--- config.mk ---
export PLATFORM = sky130hd
export DESIGN_NAME = table_linear_interpolator
export DESIGN_NICKNAME = d
export VERILOG_FILES = /design/src/rtl/tli_pkg.sv /design/src/rtl/table_linear_interpolator.sv /design/src/rtl/tli_ram.sv /design/src/rtl/tli_div.sv
export SDC_FILE = /design/constraint.sdc
export NUM_CORES = 2
export LEC_CHECK = 0
export ABC_AREA = 1
export BUFFER_PORTS_ARGS = -buffer_cell sky130_fd_sc_hd__clkbuf_2
export CAP_MARGIN = 20
export CORE_MARGIN = 3
export CORE_UTILIZATION = 55
export CTS_CLUSTER_SIZE = 10
export DETAILED_ROUTE_END_ITERATION = 7
export GPL_TIMING_DRIVEN = 0
export PLACE_DENSITY = 0.71
export SLEW_MARGIN = 20
export SYNTH_ARGS = -nofsm -noshare
export SYNTH_HDL_FRONTEND = slang
export SYNTH_SLANG_ARGS = --single-unit
--- constraint.sdc ---
create_clock -name clk -period 7.35 [get_ports clk]
set_input_delay 0.3675 -clock clk [delete_from_list [all_inputs] [get_ports clk]]
set_output_delay 0.3675 -clock clk [all_outputs]
set_load 0.05 [all_outputs]
--- src/rtl/tli_pkg.sv ---
// Shared types and constants of the table linear interpolator.
package tli_pkg;

  localparam int VALUE_W = 16;
  localparam int INDEX_W = 6;
  localparam int LEN_W   = 7;
  localparam int PROD_W  = 2 * VALUE_W;
  localparam int CNT_W   = $clog2(PROD_W + 1);
  localparam int ENTRY_W = 2 * VALUE_W;

  localparam logic OP_LOAD  = 1'b0;
  localparam logic OP_QUERY = 1'b1;

  localparam logic [1:0] REGION_INTERP = 2'd0;
  localparam logic [1:0] REGION_BELOW  = 2'd1;
  localparam logic [1:0] REGION_EXACT  = 2'd2;
  localparam logic [1:0] REGION_BEYOND = 2'd3;

  typedef logic [VALUE_W-1:0] val_t;

  typedef struct packed {
    logic               op;
    logic [INDEX_W-1:0] entry_index;
    val_t               entry_x;
    val_t               entry_y;
    val_t               query_x;
  } in_item_t;

  typedef struct packed {
    val_t       result_y;
    logic [1:0] region;
  } out_item_t;

  typedef struct packed {
    val_t x;
    val_t y;
  } entry_t;

  // Request to the multiply and divide unit: mag = dy * dq / dx.
  typedef struct packed {
    logic start;
    val_t dy;
    val_t dq;
    val_t dx;
  } div_req_t;

  typedef struct packed {
    logic              done;
    logic [PROD_W-1:0] mag;
  } div_rsp_t;

endpackage

--- src/rtl/table_linear_interpolator.sv ---
// Top level of the piecewise linear interpolation lookup table.
//
//   Channel  Direction  Handshake             Payload
//   in_      input      in_valid / in_ready   in_data   (in_item_t: load or query)
//   out_     output     out_valid / out_ready out_data  (out_item_t: result_y, region)
//   cfg_     input      cfg_valid / cfg_ready cfg_data  (table_length, 7 bits)
//
// After a load the input stays ready for the next item. A query either settles on an
// entry read without interpolation or interpolates: the scan reads one breakpoint a
// cycle from the table memory, then a 16x16 multiply and a 32-step restoring divide
// in the divide unit set the figure.
// Reset is synchronous and active low; the table contents are not cleared.
// Loads are still taken while a result waits on a stalled out_ready; a query
// finishes its work and then holds until the output register is free.
module table_linear_interpolator
  import tli_pkg::*;
#(
  parameter int TABLE_DEPTH = 64
) (
  input  logic             clk,
  input  logic             rst_n,
  input  logic             in_valid,
  output logic             in_ready,
  input  in_item_t         in_data,
  output logic             out_valid,
  input  logic             out_ready,
  output out_item_t        out_data,
  input  logic             cfg_valid,
  output logic             cfg_ready,
  input  logic [LEN_W-1:0] cfg_data
);

  localparam int AW = $clog2(TABLE_DEPTH);

  localparam logic [1:0] S_IDLE = 2'd0;
  localparam logic [1:0] S_SCAN = 2'd1;
  localparam logic [1:0] S_DIV  = 2'd2;
  localparam logic [1:0] S_FIN  = 2'd3;

  localparam val_t VAL_MAX = '1;

  // Control state.
  logic [1:0]    state_r, state_nxt;
  logic [AW-1:0] idx_r, idx_nxt;
  logic [AW-1:0] last_idx_r;
  logic          out_valid_r;

  // Payload registers.
  val_t      q_r;
  entry_t    prev_r;
  val_t      ya_r;
  logic      neg_r;
  val_t      res_r;
  logic [1:0] region_r;
  out_item_t out_r;

  // Table memory and divide unit.
  logic          ram_we, ram_re;
  logic [AW-1:0] ram_waddr, ram_raddr;
  logic [ENTRY_W-1:0] ram_rdata;
  entry_t        cur;
  div_req_t      div_req;
  div_rsp_t      div_rsp;

  logic          accept, is_query, is_load, out_free;
  logic          set_res;
  val_t          res_nxt;
  logic [1:0]    region_nxt;
  logic          capture_seg;

  // Segment arithmetic on the pair (prev_r, cur).
  logic ndx, ndy, ndq;
  val_t dx, dy, dq;
  logic [PROD_W:0] sat_sum;
  val_t sat_val;

  assign in_ready  = (state_r == S_IDLE);
  assign cfg_ready = 1'b1;
  assign accept    = in_valid && in_ready;
  assign is_query  = accept && (in_data.op == OP_QUERY);
  assign is_load   = accept && (in_data.op == OP_LOAD);
  assign out_free  = !out_valid_r || out_ready;

  // A load whose index is not below TABLE_DEPTH is dropped.
  assign ram_we    = is_load && (32'(in_data.entry_index) < TABLE_DEPTH);
  assign ram_waddr = AW'(in_data.entry_index);
  // Reads stream one entry ahead of the entry being examined.
  assign ram_re    = is_query || (state_r == S_SCAN);
  assign ram_raddr = is_query ? '0 : AW'(idx_r + AW'(1));

  tli_ram #(
    .WIDTH (ENTRY_W),
    .DEPTH (TABLE_DEPTH)
  ) u_ram (
    .clk   (clk),
    .we    (ram_we),
    .waddr (ram_waddr),
    .wdata ({in_data.entry_x, in_data.entry_y}),
    .re    (ram_re),
    .raddr (ram_raddr),
    .rdata (ram_rdata)
  );

  assign cur = entry_t'(ram_rdata);

  assign ndx = cur.x < prev_r.x;
  assign ndy = cur.y < prev_r.y;
  assign ndq = q_r < prev_r.x;
  assign dx  = ndx ? val_t'(prev_r.x - cur.x) : val_t'(cur.x - prev_r.x);
  assign dy  = ndy ? val_t'(prev_r.y - cur.y) : val_t'(cur.y - prev_r.y);
  assign dq  = ndq ? val_t'(prev_r.x - q_r)   : val_t'(q_r - prev_r.x);

  assign div_req.start = capture_seg && (dx != '0);
  assign div_req.dy    = dy;
  assign div_req.dq    = dq;
  assign div_req.dx    = dx;

  tli_div u_div (
    .clk   (clk),
    .rst_n (rst_n),
    .req   (div_req),
    .rsp   (div_rsp)
  );

  // The quotient is applied to the y of the lower breakpoint and the sum saturates to the value range.
  always_comb begin
    sat_sum = '0;
    if (neg_r) begin
      if (div_rsp.mag > PROD_W'(ya_r)) begin
        sat_val = '0;
      end else begin
        sat_val = val_t'(ya_r - val_t'(div_rsp.mag));
      end
    end else begin
      sat_sum = (PROD_W + 1)'(ya_r) + (PROD_W + 1)'(div_rsp.mag);
      if (sat_sum > (PROD_W + 1)'(VAL_MAX)) begin
        sat_val = VAL_MAX;
      end else begin
        sat_val = val_t'(sat_sum);
      end
    end
  end

  // Sequencer: scan the breakpoints, then divide if the query falls inside a segment of nonzero width.
  always_comb begin
    state_nxt   = state_r;
    idx_nxt     = idx_r;
    set_res     = 1'b0;
    res_nxt     = res_r;
    region_nxt  = region_r;
    capture_seg = 1'b0;
    unique case (state_r)
      S_IDLE: begin
        if (is_query) begin
          idx_nxt   = '0;
          state_nxt = S_SCAN;
        end
      end
      S_SCAN: begin
        if (idx_r == '0) begin
          if (q_r < cur.x) begin
            set_res    = 1'b1;
            res_nxt    = '0;
            region_nxt = REGION_BELOW;
            state_nxt  = S_FIN;
          end else if (last_idx_r == '0) begin
            set_res    = 1'b1;
            res_nxt    = cur.y;
            region_nxt = REGION_BEYOND;
            state_nxt  = S_FIN;
          end else begin
            idx_nxt = AW'(idx_r + AW'(1));
          end
        end else if (q_r > cur.x) begin
          if (idx_r == last_idx_r) begin
            set_res    = 1'b1;
            res_nxt    = cur.y;
            region_nxt = REGION_BEYOND;
            state_nxt  = S_FIN;
          end else begin
            idx_nxt = AW'(idx_r + AW'(1));
          end
        end else if (q_r == prev_r.x) begin
          set_res    = 1'b1;
          res_nxt    = prev_r.y;
          region_nxt = REGION_EXACT;
          state_nxt  = S_FIN;
        end else begin
          capture_seg = 1'b1;
          region_nxt  = REGION_INTERP;
          if (dx == '0) begin
            // A zero-width segment gives the y of the lower breakpoint.
            set_res   = 1'b1;
            res_nxt   = prev_r.y;
            state_nxt = S_FIN;
          end else begin
            state_nxt = S_DIV;
          end
        end
      end
      S_DIV: begin
        if (div_rsp.done) begin
          set_res   = 1'b1;
          res_nxt   = sat_val;
          state_nxt = S_FIN;
        end
      end
      S_FIN: begin
        if (out_free) begin
          state_nxt = S_IDLE;
        end
      end
      default: begin
        state_nxt = S_IDLE;
      end
    endcase
  end

  always_ff @(posedge clk) begin
    if (!rst_n) begin
      state_r     <= S_IDLE;
      idx_r       <= '0;
      last_idx_r  <= '0;
      out_valid_r <= 1'b0;
    end else begin
      state_r <= state_nxt;
      idx_r   <= idx_nxt;
      // The length is clamped to 1 .. TABLE_DEPTH and kept as the last index.
      if (cfg_valid && cfg_ready) begin
        if (cfg_data == '0) begin
          last_idx_r <= '0;
        end else if (32'(cfg_data) > TABLE_DEPTH) begin
          last_idx_r <= AW'(TABLE_DEPTH - 1);
        end else begin
          last_idx_r <= AW'(32'(cfg_data) - 32'd1);
        end
      end
      if (state_r == S_FIN && out_free) begin
        out_valid_r <= 1'b1;
      end else if (out_ready) begin
        out_valid_r <= 1'b0;
      end
    end
  end

  always_ff @(posedge clk) begin
    if (is_query) begin
      q_r <= in_data.query_x;
    end
    // Every entry examined without settling becomes the lower breakpoint.
    if (state_r == S_SCAN) begin
      prev_r <= cur;
    end
    if (capture_seg) begin
      ya_r  <= prev_r.y;
      neg_r <= ndx ^ ndy ^ ndq;
    end
    if (set_res) begin
      res_r <= res_nxt;
    end
    if (set_res || capture_seg) begin
      region_r <= region_nxt;
    end
    if (state_r == S_FIN && out_free) begin
      out_r.result_y <= res_r;
      out_r.region   <= region_r;
    end
  end

  assign out_valid = out_valid_r;
  assign out_data  = out_r;

`ifndef NO_ASSERTIONS
  // A query closes the input until its result has been moved into the output register.
  a_query_busy: assert property (@(posedge clk) disable iff (!rst_n)
    (in_valid && in_ready && in_data.op == OP_QUERY) |=> !in_ready)
    else $error("input still ready after a query transfer");

  // The divide unit reports completion only while the sequencer waits for it.
  a_div_done_state: assert property (@(posedge clk) disable iff (!rst_n)
    div_rsp.done |-> (state_r == S_DIV))
    else $error("divide completion outside the divide state");

  // The scan never runs past the last entry in use.
  a_scan_bound: assert property (@(posedge clk) disable iff (!rst_n)
    (state_r == S_SCAN) |-> (idx_r <= last_idx_r))
    else $error("scan index beyond the table length");

  // A query below the first breakpoint always gives zero.
  a_below_zero: assert property (@(posedge clk) disable iff (!rst_n)
    (out_valid && out_data.region == REGION_BELOW) |-> (out_data.result_y == '0))
    else $error("non-zero result below the first breakpoint");
`endif

endmodule

--- src/rtl/tli_ram.sv ---
// Generic single-port-write, single-port-read RAM with registered read data.
module tli_ram #(
  parameter int WIDTH = 32,
  parameter int DEPTH = 64
) (
  input  logic                     clk,
  input  logic                     we,
  input  logic [$clog2(DEPTH)-1:0] waddr,
  input  logic [WIDTH-1:0]         wdata,
  input  logic                     re,
  input  logic [$clog2(DEPTH)-1:0] raddr,
  output logic [WIDTH-1:0]         rdata
);

  logic [WIDTH-1:0] mem [DEPTH];
  logic [WIDTH-1:0] rdata_r;

  always_ff @(posedge clk) begin
    if (we) begin
      mem[waddr] <= wdata;
    end
    if (re) begin
      rdata_r <= mem[raddr];
    end
  end

  assign rdata = rdata_r;

endmodule

--- src/rtl/tli_div.sv ---
// Multiply then restoring bit-serial divide: mag = dy * dq / dx, truncated.
module tli_div
  import tli_pkg::*;
(
  input  logic     clk,
  input  logic     rst_n,
  input  div_req_t req,
  output div_rsp_t rsp
);

  localparam logic [1:0] D_IDLE = 2'd0;
  localparam logic [1:0] D_MUL  = 2'd1;
  localparam logic [1:0] D_DIV  = 2'd2;

  logic [1:0]        state_r, state_nxt;
  logic [CNT_W-1:0]  cnt_r, cnt_nxt;
  logic              done_r, done_nxt;
  val_t              dy_r, dq_r, dx_r;
  logic [PROD_W-1:0] quo_r, quo_nxt;
  val_t              rem_r, rem_nxt;

  logic [VALUE_W:0]  rem_sh;
  logic              ge;

  assign rem_sh = {rem_r, quo_r[PROD_W-1]};
  assign ge     = rem_sh >= {1'b0, dx_r};

  always_comb begin
    state_nxt = state_r;
    cnt_nxt   = cnt_r;
    done_nxt  = 1'b0;
    quo_nxt   = quo_r;
    rem_nxt   = rem_r;
    unique case (state_r)
      D_IDLE: begin
        if (req.start) begin
          state_nxt = D_MUL;
        end
      end
      D_MUL: begin
        quo_nxt   = PROD_W'(dy_r * dq_r);
        rem_nxt   = '0;
        cnt_nxt   = CNT_W'(PROD_W);
        state_nxt = D_DIV;
      end
      D_DIV: begin
        quo_nxt = {quo_r[PROD_W-2:0], ge};
        rem_nxt = ge ? VALUE_W'(rem_sh - {1'b0, dx_r}) : VALUE_W'(rem_sh);
        cnt_nxt = cnt_r - CNT_W'(1);
        if (cnt_r == CNT_W'(1)) begin
          done_nxt  = 1'b1;
          state_nxt = D_IDLE;
        end
      end
      default: begin
        state_nxt = D_IDLE;
      end
    endcase
  end

  always_ff @(posedge clk) begin
    if (!rst_n) begin
      state_r <= D_IDLE;
      done_r  <= 1'b0;
      cnt_r   <= '0;
    end else begin
      state_r <= state_nxt;
      done_r  <= done_nxt;
      cnt_r   <= cnt_nxt;
    end
  end

  always_ff @(posedge clk) begin
    if (state_r == D_IDLE && req.start) begin
      dy_r <= req.dy;
      dq_r <= req.dq;
      dx_r <= req.dx;
    end
    quo_r <= quo_nxt;
    rem_r <= rem_nxt;
  end

  assign rsp.done = done_r;
  assign rsp.mag  = quo_r;

endmodule

Yosys cells after proc, flatten, opt, wreduce, memory -nomap -nowiden

Memories as Yosys holds them, arrays and structs flattened. A register that Yosys moved wholly into a read port is not among the register bits.
Cells that the tools add are included.

Flip-flop bits (word level): 221
Memory bits (writable): 2,048
Bits of input ports: 67
Logic and storage cells: 161
Memories: 1

Add/subtract/negate cells: 12
Multiply operators: 1
Magnitude comparators: 9
Eq/ne operators: 22
Muxes and demuxes: 65
Bitwise logic cells: 3
Reduce and logical (&&, ||, !) cells: 27

Memories:

| name      | words | bits a word | read ports | clocked after Yosys merged registers in | write ports | RTL line      | source |
|---|---|---|---|---|---|---|---|
| u_ram.mem | 64    | 32          | 1          | 1                                       | 1           | tli_ram.sv:15 | `logic [WIDTH-1:0] mem [DEPTH];` |

Operator list:

| cell                   | number |
|---|---|
| $mux W16               | 15 |
| $sub A16 B16 Y16       | 8 |
| $lt A16 B16 Y1         | 4 |
| $pmux W16 S2           | 2 |
| $pmux W32 S2           | 1 |
| $mux W6                | 9 |
| $add A16 B32 Y33       | 1 |
| $gt A33 B16 Y1 const B | 1 |
| $gt A32 B16 Y1         | 1 |
| $mul A16 B16 Y32       | 1 |
| $mux W2                | 14 |
| $pmux W6 S2            | 2 |
| $mux W1                | 19 |
| $ge A17 B16 Y1         | 1 |
| $eq A16 B16 Y1         | 1 |
| $gt A16 B16 Y1         | 1 |
| $logic_not A16 Y1      | 1 |
| $reduce_bool A16 Y1    | 1 |
| $logic_not A6 Y1       | 2 |
| $ne A3 B3 Y1 const B   | 4 |
| $reduce_and A6 Y1      | 2 |
| $sub A6 B1 Y6 const B  | 2 |
| $ne A2 B1 Y1 const B   | 4 |
| $ne A4 B4 Y1 const B   | 2 |
| other kinds (24)       | 40 |

Depth between registers and ports, before layout

Depth after elaboration: 10
Gate-level depth with buffers: 30
Depth with buffers taken out: 28

Cells and area by module

Synthesis repeated with hierarchy kept, for this count alone.

Cells, all modules: 10,589
Area total of the unflattened synthesis: 110,727.4 um^2

Modules (own cells, without submodules):

| module                    | instances | cells an instance | area each (um^2) | sequential area each (um^2) |
|---|---|---|---|---|
| tli_ram                   | 1         | 6,769             | 83,058.4         | 62,459.9 |
| tli_div                   | 1         | 1,868             | 14,372.5         | 3,062.9 |
| table_linear_interpolator | 1         | 1,952             | 13,296.5         | 3,333.2 |

Worst setup path before layout

OpenSTA, ideal clock, no wires.

Path type: flip-flop to flip-flop
Start point: reg u_div.dq_r[1]
End point: reg u_div.quo_r[26], data pin
Arrival: 5.446 ns
Required time: 7.083 ns
Slack: 1.637 ns
Cell stages (with the launch flop): 23
Path buffers: 2
Period minus slack after synthesis: 5.713 ns
Cell sequence: edfxtp_1 > clkbuf_1 > clkbuf_1 > nand2_1 > fa_1 > fa_1 > inv_1 > fa_1 > fa_1 > fa_1 > inv_1 > fa_1 > inv_1 > ha_1 > a21oi_1 > inv_1 > a31oi_1 > o221ai_1 > a21oi_1 > o21ai_0 > or2_2 > nand3_1 > o21ai_0

Word-level cells in the longest chain between the ends: 2

Ends and longest elaborated chain:

| what                   | RTL line      | source |
|---|---|---|
| start, declared        | tli_div.sv:18 | `val_t dy_r, dq_r, dx_r;` |
| start signal, assigned | tli_div.sv:76 | `dq_r <= req.dq;` |
| $mul A16 B16 Y32       | tli_div.sv:41 | `quo_nxt = PROD_W'(dy_r * dq_r);` |
| $pmux W32 S2           | tli_div.sv:34 | `unique case (state_r)` |
| net u_div.quo_nxt[26]  | tli_div.sv:19 | `logic [PROD_W-1:0] quo_r, quo_nxt;` |
| end signal, assigned   | tli_div.sv:79 | `quo_r <= quo_nxt;` |
| end, declared          | tli_div.sv:19 |  |

The timed path passes the listed nets, and every way through them passes these cells.
A chain may end at the register's enable or synchronous reset.

Final worst setup path

Start point: reg u_div.dq_r[1]
End point: reg u_div.quo_r[29], data pin

Same word-level chain as after synthesis.

==> impl_metrics.tcl <==
set metrics [dict create \
    holdCritStartpoint "in_data[40]" \
    syn_area_per_cell_sq_um 12.0 \
    postSynthCellCount 9111 \
    ys_warn_count 0 \
    fin_tns_setup_ns 0 \
    worst_slew_pin_slew_ns 1.46 \
    postCtsSetupBuffers 0 \
    synth_top_area_share_pct 62.7 \
    crit_path_frequent_cell "nand2_1" \
    grt_use_total_pct 39.1 \
    core_area_sq_um 196000 \
    synth_nets 9670 \
    critPathCaptureType "flop" \
    cts_root_buf "clkbuf_16" \
    antenna_left 0 \
    setup_viol 0 \
    maxSlewViolCount 0 \
    fp.dieH_um 451 \
    worstPathArrival_ns 7.55 \
    wl_mm 404 \
    cts-buffers-inserted 287 \
    path_clk_slew_ns 0.05 \
    dr.pass1.iters 8 \
    crit_type "flop to flop" \
    tritoncts "done" \
    drc_errors 2 \
    critical_path.top_delay_family "adder cells" \
    grt_overflow 0 \
    dieArea_sq_um 204000 \
    place.gp.congestion 1.01 \
    area_growth_pct 14.9 \
    hold_viol_final 0 \
    cpPeakStageDelay_ns 0.59 \
    first_global_vias 78800 \
    port_buffers 86 \
    avgRoutedWirePerCell_um 32.6 \
    layout-drive-gt1-share_pct 13.3 \
    synth-seq-cells 2301 \
    hold_depth 1 \
    viasPerCell 6.57 \
    antenna_found_initial 23 \
    async_reset_ff_share_pct 0 \
    clkSinkCount 2301 \
    start_kind "flop" \
    violations "design-rule violations, max-capacitance violations" \
    ff_latch_area_sq_um 68900 \
    synth_top_area_cell "edfxtp_1" \
    clk_path_buf_depth 4 \
    holdPathEnd "u_ram.mem[7][24]" \
    max_slew_margin_pct 1.32 \
    syn_area_sq_um 109000 \
    seq_area_frac_synth_pct 63.2 \
    cp_max_fo 10 \
    r2r_start "u_div.dq_r[1]" \
    grt_pass1_wl_mm 564 \
    required_ns 7.95 \
    drt_iter0_drc 12500 \
    status "complete, but fails checks" \
    placementRows 162 \
    fin_skew_ns 0.101 \
    synth.area.top_cells "edfxtp_1 (63%), o211ai_1 (5.3%), nor2_1 (4.4%), fa_1 (3.7%), ha_1 (3.3%)" \
    maxCapViolCount 1 \
    ff2ff_path_depth 25 \
    die_x_um 451 \
    synth_common_cells "edfxtp_1 (2277), nor2_1 (1269), nand2_1 (890)" \
    reg2reg_slack_ns 0.40 \
    period_needed_ns 6.95 \
    finalCritPeriodShare_pct 94.6 \
    start_util_pct 55.6 \
    worst-path-buf-inv 5 \
    synth_ff_type "edfxtp_1" \
    rsz0062_at_grt "false" \
    layout.nets 10300 \
    vias 81300 \
    clock_latency_ns 0.96 \
    multi_input_area_sq_um 35600 \
    reg2reg_to "u_div.quo_r[29]" \
    cpMaxStageDelayCell "fa_1" \
    htree_levels 5 \
    synth_cell_types 65 \
    worst_hold_path_type "input pin to flop" \
    dp_hpwl_mm 287 \
    n_fill_cell 14600 \
    yosysMostFrequentCell "edfxtp_1" \
    synth_edf_count 2277 \
    grt_max_degree 65 \
    timing.fmax_mhz 144 \
    pin_count 88 \
]
worst max-delay path by stage:
stage                         from               to  cells after the start  slack, ns
floorplan            u_div.dq_r[1]  u_div.quo_r[26]                     22       1.64
detailed placement  u_div.dy_r[10]  u_div.quo_r[29]                     25       0.24
CTS                 u_div.dy_r[10]  u_div.quo_r[29]                     25       0.21
global route         u_div.dq_r[5]  u_div.quo_r[26]                     24       0.03
finish               u_div.dq_r[1]  u_div.quo_r[29]                     25       0.40
global placement    u_div.dy_r[10]  u_div.quo_r[29]                     25       0.27
worst reg2reg max path, cell delays in order, from the launching register on:
cell and delay (ns):
edfxtp_1 0.32, clkbuf_1 0.41, clkbuf_1 0.57, nand2_1 0.17, fa_1 0.55, fa_1 0.59
fa_1 0.46, fa_1 0.56, inv_1 0.05, fa_1 0.47, inv_1 0.05, fa_1 0.48
inv_1 0.04, ha_1 0.40, nand2_1 0.16, o21a_1 0.22, o21ai_0 0.23, nand2_1 0.08
nand3_1 0.13, nand2_1 0.07, nand2_1 0.09, nand2_1 0.06, nand2_1 0.07, o21ai_0 0.10
a21oi_1 0.29, a21oi_1 0.07
cell families (layout without fill, tap and decap cells):
logic type | Yosys count | count (layout) | synth area share (%)
AOI/OAI and AO/OA | 1790 | 1790 | 11.7
xor gates and xnor gates | 103 | 103 | 0.828
adders and majority gates | 492 | 492 | 7.05
buffers and inverters | 1318 | 1950 | 4.67
DFF | 2301 | 2301 | 63.2
muxes | 4 | 4 | 0.0379
other | 1 | 15 | 0.00344
and+or+nand+nor | 3102 | 3102 | 12.5
cells in the final DEF, fill, tap and decap left out, types with 16 or more instances in the layout:
cell	synthesis	final
a221oi_1	20	20
nor2_1	1269	1199
o21ai_1	16	17
clkbuf_16	0	295
xnor2_1	28	28
nor3_1	35	35
buf_12	0	79
nand3_1	309	309
o21bai_1	16	16
or2_2	531	531
dlygate4sd3_1	0	50
nand4_1	33	33
xor2_1	75	75
nand2_1	890	889
clkbuf_2	5	79
a21oi_1	223	222
o21ai_0	165	164
clkbuf_4	0	30
buf_1	38	38
inv_1	742	741
o31ai_1	260	260
dfxtp_1	24	24
ha_1	289	287
clkbuf_1	446	451
fa_1	203	203
buf_2	65	65
buf_16	0	72
o211ai_1	767	767
o311ai_0	255	252
nor2_4	1	67
edfxtp_1	2277	2277
registers in the layout, indices dropped and copies added (netlist names), 16 cells and up:
register / cells
u_ram.mem: 2048
res_r: 16
ya_r: 16
q_r: 16
u_div.dx_r: 16
u_ram.rdata: 32
u_div.dy_r: 16
out_data: 18
u_div.dq_r: 16
prev_r: 32
u_div.rem_r: 16
u_div.quo_r: 32
stage by stage:
stage               hold WS (ns)  setup slack (ns)  std cells  util, %  instance area, sq um
floorplan                  0.400              1.64       9111        -                109000
global placement           0.408             0.269      11800     57.5                113000
detailed placement         0.405             0.238      12000     59.7                117000
CTS                       0.0137             0.213      12400     63.9                125000
global route              0.0384            0.0345      12400     63.9                125000
finish                    0.0137             0.400      12400     63.9                125000
metal layers:
metal	track usage [%]	routed length [um]
met1	46.6	133000
met2	60.3	181000
met3	11.4	52900
met4	29.3	37300
met5	0	118
final cells by class:
class / instances / area share (%)
Sequential cell: 2301 / 55.0
Tap cell: 2624 / 2.62
Inverter: 753 / 2.26
Multi-Input combinational cell: 5492 / 28.4
Buffer: 564 / 1.82
Antenna cell: 14 / 0.0280
Clock buffer: 321 / 5.97
Timing Repair Buffer: 294 / 3.72
Clock inverter: 18 / 0.170
what timing repair did:
action                                 4_1_cts  5_1_grt
hold buffers                                50        0
gates resized for setup                      0       10
endpoints found under the hold margin      293        0
setup endpoints to repair                    0        5
Power is not shown: default switching activity piles up to over one toggle a cycle in this logic, so the estimate is an artifact.
